File: src/hdl/csd_pkg.sv
package csd_pkg;

    // payload widths of the channels
    localparam int BYTE_W   = 8;
    localparam int STATUS_W = 3;
    localparam int OUT_W    = 16;

    typedef logic [BYTE_W-1:0] t_byte;
    typedef logic [OUT_W-1:0]  t_field;

    // framing and token characters
    localparam t_byte CH_DOLLAR = 8'h24;
    localparam t_byte CH_STAR   = 8'h2A;
    localparam t_byte CH_NL     = 8'h0A;
    localparam t_byte CH_COMMA  = 8'h2C;
    localparam t_byte CH_NUL    = 8'h00;
    localparam t_byte CH_ZERO   = 8'h30;
    localparam t_byte CH_NINE   = 8'h39;
    localparam t_byte CH_UP_A   = 8'h41;
    localparam t_byte CH_UP_F   = 8'h46;
    localparam t_byte CH_LO_A   = 8'h61;
    localparam t_byte CH_LO_F   = 8'h66;

    // hex letter offsets
    localparam t_byte HEX_UP_OFS = 8'd55;
    localparam t_byte HEX_LO_OFS = 8'd87;

    // message ids
    localparam logic [23:0] ID_COO = 24'h434F4F;
    localparam logic [23:0] ID_HIT = 24'h484954;
    localparam logic [23:0] ID_CHA = 24'h434841;
    localparam logic [23:0] ID_DET = 24'h444554;

    // token counts per id
    localparam logic [2:0] TOK_MAX  = 3'd7;
    localparam logic [2:0] TOK_NEED = 3'd2;
    localparam logic [2:0] TOK_HIT  = 3'd3;

    typedef enum logic [2:0] {
        PH_WAIT = 3'd0,
        PH_REC  = 3'd1,
        PH_HEX1 = 3'd2,
        PH_HEX2 = 3'd3,
        PH_NL   = 3'd4
    } t_phase;

    typedef enum logic [STATUS_W-1:0] {
        ST_WAIT = 3'd0,
        ST_GOOD = 3'd1,
        ST_FAIL = 3'd2,
        ST_COO  = 3'd3,
        ST_HIT  = 3'd4,
        ST_CHA  = 3'd5,
        ST_DET  = 3'd6
    } t_status;

    typedef struct packed {
        logic       ok;
        logic [3:0] val;
    } t_hex;

    // one hex digit, upper or lower case
    function automatic t_hex hex_decode(input t_byte c);
        t_hex h;
        h.ok  = 1'b1;
        h.val = 4'd0;
        if (c >= CH_ZERO && c <= CH_NINE) begin
            h.val = 4'(c - CH_ZERO);
        end else if (c >= CH_UP_A && c <= CH_UP_F) begin
            h.val = 4'(c - HEX_UP_OFS);
        end else if (c >= CH_LO_A && c <= CH_LO_F) begin
            h.val = 4'(c - HEX_LO_OFS);
        end else begin
            h.ok = 1'b0;
        end
        return h;
    endfunction

endpackage

File: src/hdl/csd_if.sv
// byte request channel
interface csd_in_if;
    import csd_pkg::*;

    logic  valid;
    logic  ready;
    t_byte byte_in;

    modport source(output valid, output byte_in, input ready);
    modport sink(input valid, input byte_in, output ready);
endinterface

// status request channel
interface csd_out_if;
    import csd_pkg::*;

    logic    valid;
    logic    ready;
    t_status status;
    t_field  field_a;
    t_field  field_b;
    t_field  field_c;

    modport source(output valid, output status, output field_a, output field_b,
                   output field_c, input ready);
    modport sink(input valid, input status, input field_a, input field_b,
                 input field_c, output ready);
endinterface

File: src/hdl/checksummed_sentence_decoder_core.sv
// Sentence decoder for "$payload*HH" + newline text, one character per request.
// i_req (sink) carries one byte per request; o_rsp (source) returns exactly one
// status request for every byte taken, in order.
// Status: 0 waiting for '$', 1 byte taken, 2 failure (sentence dropped),
// 3..6 COO/HIT/CHA/DET parsed on the newline with field_a/b (and field_c on HIT).
// Output: the status is registered and shows on o_rsp in the cycle after its
// byte is accepted. Throughput: one byte per cycle while o_rsp is not stalled;
// the whole decode step (checksum XOR, id capture, token split, times-ten
// field update, id match) sits between the byte and the output register.
// Stall: i_req.ready follows o_rsp.ready while a status is held, so a stalled
// receiver holds the byte stream back without loss; with the output register
// empty a byte is taken regardless.
// Reset (i_rst_n low, synchronous): back to waiting for '$' with all
// sentence state cleared and the output register empty.
// MAX_PAYLOAD bytes may sit between '$' and '*'; a longer payload fails.
// FIELD_BITS is the accumulator width; fields wrap modulo 2^FIELD_BITS and
// report their low 16 bits.
module checksummed_sentence_decoder_core #(
    parameter int MAX_PAYLOAD = 64,
    parameter int FIELD_BITS  = 16
) (
    input  logic      i_clk,
    input  logic      i_rst_n,
    csd_in_if.sink    i_req,
    csd_out_if.source o_rsp
);
    import csd_pkg::*;

    localparam int CNT_W = $clog2(MAX_PAYLOAD + 1);

    // sentence state
    t_phase                 r_phase, n_phase;
    logic [CNT_W-1:0]       r_count, n_count;
    t_byte                  r_xor, n_xor;
    logic [3:0]             r_sum_hi, n_sum_hi;
    logic [2:0][7:0]        r_id, n_id;
    logic [2:0]             r_tok, n_tok;
    logic                   r_in_tok, n_in_tok;
    logic                   r_done, n_done;
    logic                   r_nul, n_nul;
    logic [FIELD_BITS-1:0]  r_field [3];
    logic [FIELD_BITS-1:0]  n_field [3];

    // output register
    logic    r_out_valid;
    t_status r_status;
    t_field  r_fa, r_fb, r_fc;

    // step logic
    logic                  in_fire;
    t_byte                 c;
    t_hex                  hx;
    t_status               st;
    logic                  parsed;
    logic [1:0]            k;
    logic [FIELD_BITS-1:0] cur;

    assign c           = i_req.byte_in;
    assign i_req.ready = !r_out_valid || o_rsp.ready;
    assign in_fire     = i_req.valid && i_req.ready;

    // next state and status for one byte
    always_comb begin
        n_phase  = r_phase;
        n_count  = r_count;
        n_xor    = r_xor;
        n_sum_hi = r_sum_hi;
        n_id     = r_id;
        n_tok    = r_tok;
        n_in_tok = r_in_tok;
        n_done   = r_done;
        n_nul    = r_nul;
        n_field  = r_field;
        st       = ST_GOOD;
        hx       = hex_decode(c);
        k        = 2'd0;
        cur      = '0;
        case (r_phase)
            PH_WAIT: begin
                if (c == CH_DOLLAR) begin
                    n_phase    = PH_REC;
                    n_count    = '0;
                    n_xor      = '0;
                    n_sum_hi   = '0;
                    n_id       = '0;
                    n_tok      = '0;
                    n_in_tok   = 1'b0;
                    n_done     = 1'b0;
                    n_nul      = 1'b0;
                    n_field[0] = '0;
                    n_field[1] = '0;
                    n_field[2] = '0;
                end else begin
                    st = ST_WAIT;
                end
            end
            PH_REC: begin
                if (c == CH_STAR) begin
                    n_phase = PH_HEX1;
                end else if (r_count >= CNT_W'(MAX_PAYLOAD)) begin
                    n_phase = PH_WAIT;
                    st      = ST_FAIL;
                end else begin
                    n_count = r_count + 1'b1;
                    if (!r_nul) begin
                        if (c == CH_NUL) begin
                            n_nul = 1'b1;
                        end else begin
                            n_xor = r_xor ^ c;
                            if (r_count < CNT_W'(3)) begin
                                // id characters, first one in the top byte
                                n_id[2'd2 - r_count[1:0]] = c;
                            end else if (r_count != CNT_W'(3)) begin
                                if (c == CH_COMMA) begin
                                    n_in_tok = 1'b0;
                                end else begin
                                    // a new token opens
                                    if (!r_in_tok) begin
                                        n_in_tok = 1'b1;
                                        n_done   = 1'b0;
                                        if (r_tok != TOK_MAX) begin
                                            n_tok = r_tok + 3'd1;
                                        end
                                        if (n_tok <= TOK_HIT) begin
                                            n_field[2'(n_tok - 3'd1)] = '0;
                                        end
                                    end
                                    // leading decimal digits, times ten plus digit
                                    if (!n_done) begin
                                        if (c >= CH_ZERO && c <= CH_NINE) begin
                                            if (n_tok <= TOK_HIT) begin
                                                k          = 2'(n_tok - 3'd1);
                                                cur        = n_field[k];
                                                n_field[k] = FIELD_BITS'((cur << 3)
                                                    + (cur << 1)
                                                    + FIELD_BITS'(c - CH_ZERO));
                                            end
                                        end else begin
                                            n_done = 1'b1;
                                        end
                                    end
                                end
                            end
                        end
                    end
                end
            end
            PH_HEX1: begin
                if (!hx.ok) begin
                    n_phase = PH_WAIT;
                    st      = ST_FAIL;
                end else begin
                    n_sum_hi = hx.val;
                    n_phase  = PH_HEX2;
                end
            end
            PH_HEX2: begin
                if (!hx.ok || {r_sum_hi, hx.val} != r_xor) begin
                    n_phase = PH_WAIT;
                    st      = ST_FAIL;
                end else begin
                    n_phase = PH_NL;
                end
            end
            PH_NL: begin
                n_phase = PH_WAIT;
                if (c != CH_NL) begin
                    st = ST_FAIL;
                end else if (r_id == ID_COO && r_tok == TOK_NEED) begin
                    st = ST_COO;
                end else if (r_id == ID_HIT && r_tok == TOK_HIT) begin
                    st = ST_HIT;
                end else if (r_id == ID_CHA && r_tok == TOK_NEED) begin
                    st = ST_CHA;
                end else if (r_id == ID_DET && r_tok == TOK_NEED) begin
                    st = ST_DET;
                end else begin
                    st = ST_FAIL;
                end
            end
            default: begin
                n_phase = PH_WAIT;
                st      = ST_FAIL;
            end
        endcase
    end

    assign parsed = (st == ST_COO) || (st == ST_HIT) || (st == ST_CHA) || (st == ST_DET);

    // sentence state registers
    always_ff @(posedge i_clk) begin
        if (!i_rst_n) begin
            r_phase    <= PH_WAIT;
            r_count    <= '0;
            r_xor      <= '0;
            r_sum_hi   <= '0;
            r_id       <= '0;
            r_tok      <= '0;
            r_in_tok   <= 1'b0;
            r_done     <= 1'b0;
            r_nul      <= 1'b0;
            r_field[0] <= '0;
            r_field[1] <= '0;
            r_field[2] <= '0;
        end else if (in_fire) begin
            r_phase  <= n_phase;
            r_count  <= n_count;
            r_xor    <= n_xor;
            r_sum_hi <= n_sum_hi;
            r_id     <= n_id;
            r_tok    <= n_tok;
            r_in_tok <= n_in_tok;
            r_done   <= n_done;
            r_nul    <= n_nul;
            r_field  <= n_field;
        end
    end

    // output valid
    always_ff @(posedge i_clk) begin
        if (!i_rst_n) begin
            r_out_valid <= 1'b0;
        end else if (in_fire) begin
            r_out_valid <= 1'b1;
        end else if (o_rsp.ready) begin
            r_out_valid <= 1'b0;
        end
    end

    // output payload
    always_ff @(posedge i_clk) begin
        if (in_fire) begin
            r_status <= st;
            r_fa     <= parsed ? OUT_W'(r_field[0]) : '0;
            r_fb     <= parsed ? OUT_W'(r_field[1]) : '0;
            r_fc     <= (st == ST_HIT) ? OUT_W'(r_field[2]) : '0;
        end
    end

    assign o_rsp.valid   = r_out_valid;
    assign o_rsp.status  = r_status;
    assign o_rsp.field_a = r_fa;
    assign o_rsp.field_b = r_fb;
    assign o_rsp.field_c = r_fc;

    // a '$' while waiting opens an empty sentence
    a_start: assert property (@(posedge i_clk) disable iff (!i_rst_n)
        in_fire && r_phase == PH_WAIT && c == CH_DOLLAR
        |=> r_phase == PH_REC && r_count == '0 && r_tok == '0)
        else $error("start of sentence not taken");

    // payload length never passes the limit
    a_count: assert property (@(posedge i_clk) disable iff (!i_rst_n)
        r_count <= CNT_W'(MAX_PAYLOAD))
        else $error("payload count beyond limit");

    // the byte after the checksum always closes the sentence
    a_close: assert property (@(posedge i_clk) disable iff (!i_rst_n)
        in_fire && r_phase == PH_NL |=> r_phase == PH_WAIT)
        else $error("sentence not closed after newline slot");

    // third field only on a HIT result
    a_fc: assert property (@(posedge i_clk) disable iff (!i_rst_n)
        r_out_valid && r_status != ST_HIT |-> r_fc == '0)
        else $error("field_c set outside HIT");

    // an empty output register never blocks input
    a_ready: assert property (@(posedge i_clk) disable iff (!i_rst_n)
        !r_out_valid |-> i_req.ready)
        else $error("input blocked with empty output");

endmodule
File: src/flat_wrapper.sv
// flat-port wrapper written by rule: the top's interface ports become plain ports
module checksummed_sentence_decoder_core_flat import csd_pkg::*;
#(
    parameter int MAX_PAYLOAD = 64,
    parameter int FIELD_BITS  = 16
)
  (i_clk, i_rst_n, i_req_valid, i_req_byte_in, i_req_ready, o_rsp_valid, o_rsp_status, o_rsp_field_a, o_rsp_field_b, o_rsp_field_c, o_rsp_ready);
  csd_in_if i_req_i ();
  csd_out_if o_rsp_i ();
  input  logic i_clk;
  input  logic i_rst_n;
  input wire logic [$bits(i_req_i.valid)-1:0] i_req_valid;
  input wire logic [$bits(i_req_i.byte_in)-1:0] i_req_byte_in;
  output wire logic [$bits(i_req_i.ready)-1:0] i_req_ready;
  output wire logic [$bits(o_rsp_i.valid)-1:0] o_rsp_valid;
  output wire logic [$bits(o_rsp_i.status)-1:0] o_rsp_status;
  output wire logic [$bits(o_rsp_i.field_a)-1:0] o_rsp_field_a;
  output wire logic [$bits(o_rsp_i.field_b)-1:0] o_rsp_field_b;
  output wire logic [$bits(o_rsp_i.field_c)-1:0] o_rsp_field_c;
  input wire logic [$bits(o_rsp_i.ready)-1:0] o_rsp_ready;
  assign i_req_i.valid = i_req_valid;
  assign i_req_i.byte_in = i_req_byte_in;
  assign i_req_ready = i_req_i.ready;
  assign o_rsp_valid = o_rsp_i.valid;
  assign o_rsp_status = o_rsp_i.status;
  assign o_rsp_field_a = o_rsp_i.field_a;
  assign o_rsp_field_b = o_rsp_i.field_b;
  assign o_rsp_field_c = o_rsp_i.field_c;
  assign o_rsp_i.ready = o_rsp_ready;
  checksummed_sentence_decoder_core #(.MAX_PAYLOAD(MAX_PAYLOAD), .FIELD_BITS(FIELD_BITS)) u_core (.i_clk(i_clk), .i_rst_n(i_rst_n), .i_req(i_req_i), .o_rsp(o_rsp_i));
endmodule
File: config.mk
export PLATFORM = sky130hd
export DESIGN_NAME = checksummed_sentence_decoder_core_flat
export DESIGN_NICKNAME = d
export VERILOG_FILES = /design/src/hdl/csd_pkg.sv /design/src/hdl/csd_if.sv /design/src/hdl/checksummed_sentence_decoder_core.sv /design/src/flat_wrapper.sv
export SDC_FILE = /design/constraint.sdc
export NUM_CORES = 1
export LEC_CHECK = 0
export ABC_AREA = 1
export BUFFER_PORTS_ARGS = -buffer_cell sky130_fd_sc_hd__buf_2
export CELL_PAD_IN_SITES_DETAIL_PLACEMENT = 0
export CELL_PAD_IN_SITES_GLOBAL_PLACEMENT = 1
export CORE_MARGIN = 10
export CORE_UTILIZATION = 49
export DETAILED_ROUTE_END_ITERATION = 7
export PLACE_DENSITY = 0.95
export SYNTH_ARGS = -nofsm -noshare
export SYNTH_HDL_FRONTEND = slang
export SYNTH_SLANG_ARGS = --single-unit
File: constraint.sdc
create_clock -name i_clk -period 8.66 [get_ports i_clk]
set_input_delay 0.433 -clock i_clk [delete_from_list [all_inputs] [get_ports i_clk]]
set_output_delay 0.433 -clock i_clk [all_outputs]
set_load 0.02 [all_outputs]
==> results.sh <==
export IMPL_die_y_um=156
export IMPL_synth_edf_count=51
export IMPL_antenna_cells=0
export IMPL_critical_path_top_delay_family="compound AO/OA/AOI/OAI gates"
export IMPL_cts_sinks=152
export IMPL_core_mm2=0.0181
export IMPL_post_cts_buffers=0
export IMPL_tns_ns=0
export IMPL_setup_worst_path_class="reg2reg"
export IMPL_syn_num_nets=1265
export IMPL_ys_seq_elements=152
export IMPL_period_share_pct=61.7
export IMPL_holdBufCountCts=0
export IMPL_cts_buffer_depth=2
export IMPL_crit_buf_inv=0
export IMPL_placedInstanceArea_mm2=0.00946
export IMPL_setup_viol=0
export IMPL_end_kind="register"
export IMPL_synth_yosys_seq_area_share_pct=39.2
export IMPL_syn_area_per_cell_um2=7.51
export IMPL_synth_compound_area_share_pct=17.9
export IMPL_crit_chain="ha_1 -> nand2_1 -> nand2_1 -> nand2_1 -> nand2_1 -> ha_1 -> nand2_1 -> o211ai_1 -> xor2_1 -> ha_1 -> o21bai_1 -> ha_1 -> a21oi_1 -> a21boi_0 -> o21ai_0 -> a31oi_1 -> xor2_1 -> o21ai_0 -> a21oi_1"
export IMPL_start_util_pct=50.2
export IMPL_drv_slew=0
export IMPL_status="complete, no violations"
export IMPL_wl_um=25200
export IMPL_cts_tree="done"
export IMPL_worstPathArrival_ns=5.70
export IMPL_required_ns=9.02
export IMPL_min_period_ns=5.34
export IMPL_ff2ff_setup_slack_ns=3.32
export IMPL_sequentialPowerShare_pct=46.8
export IMPL_maxCapViolCount=0
export IMPL_muxShareOfSynthArea_pct=0
export IMPL_crit_fanout=18
export IMPL_max_vdd_ir_drop_v=0.000140
export IMPL_cts_root_buf="clkbuf_16"
export IMPL_grt_use_total_pct=20.8
export IMPL_numCtsBuffers=17
export IMPL_postLayoutCellArea_mm2=0.0100
export IMPL_synthArstFlopShare_pct=0
export IMPL_synth_fa_ha_area_share_pct=6.95
export IMPL_grt_pass1_wl_um=40600
export IMPL_drive_gt1_share_pct=13.5
export IMPL_max_freq_mhz=187
export IMPL_hold_class="in2reg"
export IMPL_synthSimpleGateAreaFrac_pct=24.5
export IMPL_fin_ws_ns=3.32
export IMPL_p_total_w=0.00161
export IMPL_synthXorXnorAreaFrac_pct=2.03
export IMPL_yosys_warnings=0
export IMPL_post_dp_hpwl_um=18300
export IMPL_p_sw_share_pct=27.7
export IMPL_combPwrFrac_pct=7.4
export IMPL_cp_slowest_cell="ha_1"
export IMPL_max_slew_margin_pct=27.8
export IMPL_clkPwrFrac_pct=45.8
export IMPL_clkTransAtPathRegs_ns=0.07
export IMPL_wl_per_cell_um=16.9
export IMPL_regArea_mm2=0.00355
export IMPL_vias_per_cell=5.51
export IMPL_internal_power_w=0.00116
export IMPL_drtAntennaViolNets=0
export IMPL_vias=8221
export IMPL_synth_ff_type="dfxtp_1"
export IMPL_synthCells=1208
export IMPL_drc_errors=0
export IMPL_cts_htree_levels=4
export IMPL_finalNetCount=1306
export IMPL_p_leak_nw=3.88
export IMPL_grt_remaining_overflow=0
export IMPL_cpPeakStageDelay_ns=0.67
export IMPL_synth_cell_types=47
export IMPL_fillers=1695
export IMPL_synth_area_mm2=0.00907
export IMPL_area_growth_pct=10.7
export IMPL_chipWidth_um=156
export IMPL_critPathMostFrequentCell="nand2_1"
export IMPL_final_hold_violation_count=0
export IMPL_ios=65
export IMPL_dieArea_mm2=0.0244
export IMPL_worst_pin_slew_ns=1.08
export IMPL_clock_latency_ns=0.44
export IMPL_antenna_found_initial=0
export IMPL_dr_first_iter_drc_count=890
export IMPL_gp_congestion=0.973
export IMPL_dr_pass1_iters=6
export IMPL_grt_start_max_net_pins=81
export IMPL_port_buffers=64
export IMPL_cts_resized=0
export IMPL_p_per_area_mw_per_mm2=160
export IMPL_switching_power_w=0.000445
export IMPL_multiInputGateArea_mm2=0.00466
export IMPL_fin_util_pct=55.5
export IMPL_dp_slack_ns=3.46
export IMPL_grt_pass1_vias=7621
export IMPL_row_count=49
export IMPL_rsz0062_at_grt="no"
export IMPL_start_kind="register"
export IMPL_synth_top_family_by_area="simple AND/OR/NAND/NOR gates"
export IMPL_finClkSkew_ns=0.0104
## per-stage QoR
stage	cells	hold slack [ns]
after floorplan	1208	0.412
after global placement	1459	0.424
after detailed placement	1459	0.431
after CTS	1491	0.286
after global routing	1491	0.317
final	1491	0.297
## cells in the final DEF, fill, tap and decap left out, drive strengths merged, types with 5 or more instances in the layout
cell,count
nand4,11
nand2,303
nand3,58
inv,171
a21oi,159
fa,9
a211oi,5
nor2,95
ha,36
o21bai,5
o211ai,24
nor3,26
nor4,8
dfxtp,101
xnor2,7
clkbuf,17
o21ai,58
buf,67
a22oi,6
edfxtp,51
xor2,14
## worst register-to-register path, stage by stage, from the launching register on
cell	delay [ns]
dfxtp_1	0.36
ha_1	0.27
nand2_1	0.12
nand2_1	0.09
nand2_1	0.06
nand2_1	0.34
ha_1	0.68
nand2_1	0.20
o211ai_1	0.48
xor2_1	0.13
ha_1	0.19
o21bai_1	0.15
ha_1	0.34
a21oi_1	0.22
a21boi_0	0.41
o21ai_0	0.27
a31oi_1	0.22
xor2_1	0.39
o21ai_0	0.16
a21oi_1	0.18
## power by group through the flow
| stage | Clock [W] | Sequential [W] | Combinational, W |
|---|---|---|---|
| 5_1_grt | 0.000773 | 0.000754 | 0.000129 |
| 3_3_place_gp | 0 | 0.000768 | 0.000117 |
| 6_report | 0.000737 | 0.000752 | 0.000118 |
| 2_1_floorplan | 0 | 0.000784 | 0.0000620 |
| 4_1_cts | 0.000745 | 0.000753 | 0.000118 |
| 3_5_place_dp | 0 | 0.000769 | 0.000118 |
## kinds of logic after synthesis
| logic type | count (synthesis) |
|---|---|
| fa+ha+maj | 45 |
| flops | 152 |
| xor+xnor | 21 |
| simple gates | 507 |
| buf+inv | 209 |
| compound gates | 274 |
## routing by layer
layer	vias up	routed length, µm	GRT usage (%)
met3	44	1870	4.41
met4	0	470	6.38
met1	3771	11700	28.7
met2	332	11200	31.8
li1	4074	-	-
met5	-	0	0
## registers in the layout, summed over array words and instances, names as in the netlist
| signal | cells |
|---|---|
| u_core.r_field | 48 |
| u_core.r_id | 24 |
| u_core.o_rsp.field_a | 16 |
| u_core.o_rsp.field_b | 16 |
| u_core.o_rsp.field_c | 16 |
| u_core.r_xor | 8 |
| u_core.r_count | 7 |
| u_core.r_sum_hi | 4 |
| u_core.o_rsp.status | 3 |
| u_core.r_phase | 3 |
| u_core.r_tok | 3 |
| u_core.o_rsp.valid | 1 |
| u_core.r_done | 1 |
| u_core.r_in_tok | 1 |
| u_core.r_nul | 1 |
## synth_stat cells (4+ instances only)
master    count  area share [%]
nor2_4        5            0.62
buf_4         4            0.33
a21oi_2      30             2.9
o211ai_1     24             2.0
o21ai_0      55             3.0
buf_2        17            0.94
nand3_1      56             3.1
nand2_1     296              12
nand4_1      11            0.76
a22oi_1       6            0.50
xor2_1       14             1.4
nor2_1       88             3.6
inv_2         8            0.33
a211oi_1      5            0.41
xnor2_1       7            0.68
clkbuf_1     19            0.79
inv_1       154             6.4
buf_6         5            0.62
o21a_1        4            0.33
ha_1         36             5.0
nor4_1        7            0.48
o21bai_1      5            0.41
fa_1          9             2.0
dfxtp_1     101              22
edfxtp_1     51              17
nand2_2       5            0.34
nor3_2       12             1.3
nor3_1       14            0.77
a21oi_1     129             7.1
a31oi_1       4            0.28
## worst paths after layout
| kind | start | to | cells after the start |
|---|---|---|---|
| min | i_rst_n | u_core.r_phase[0] | 3 |
| min reg2reg | u_core.r_xor[1] | u_core.r_xor[1] | 1 |
| max reg2reg | u_core.r_tok[0] | u_core.r_field[43] | 19 |
| max | u_core.r_tok[0] | u_core.r_field[43] | 19 |
## cell type report
cell class / count / share of cell area [%]
clock buffers: 17 / 4.23
clock inverters: 15 / 1.56
inverters: 164 / 6.15
multi-input cells: 847 / 46.4
flip-flops and latches: 152 / 35.4
well taps: 229 / 2.85
repair buffers: 67 / 3.41
Note: power is estimated with default switching activity, not from simulation.
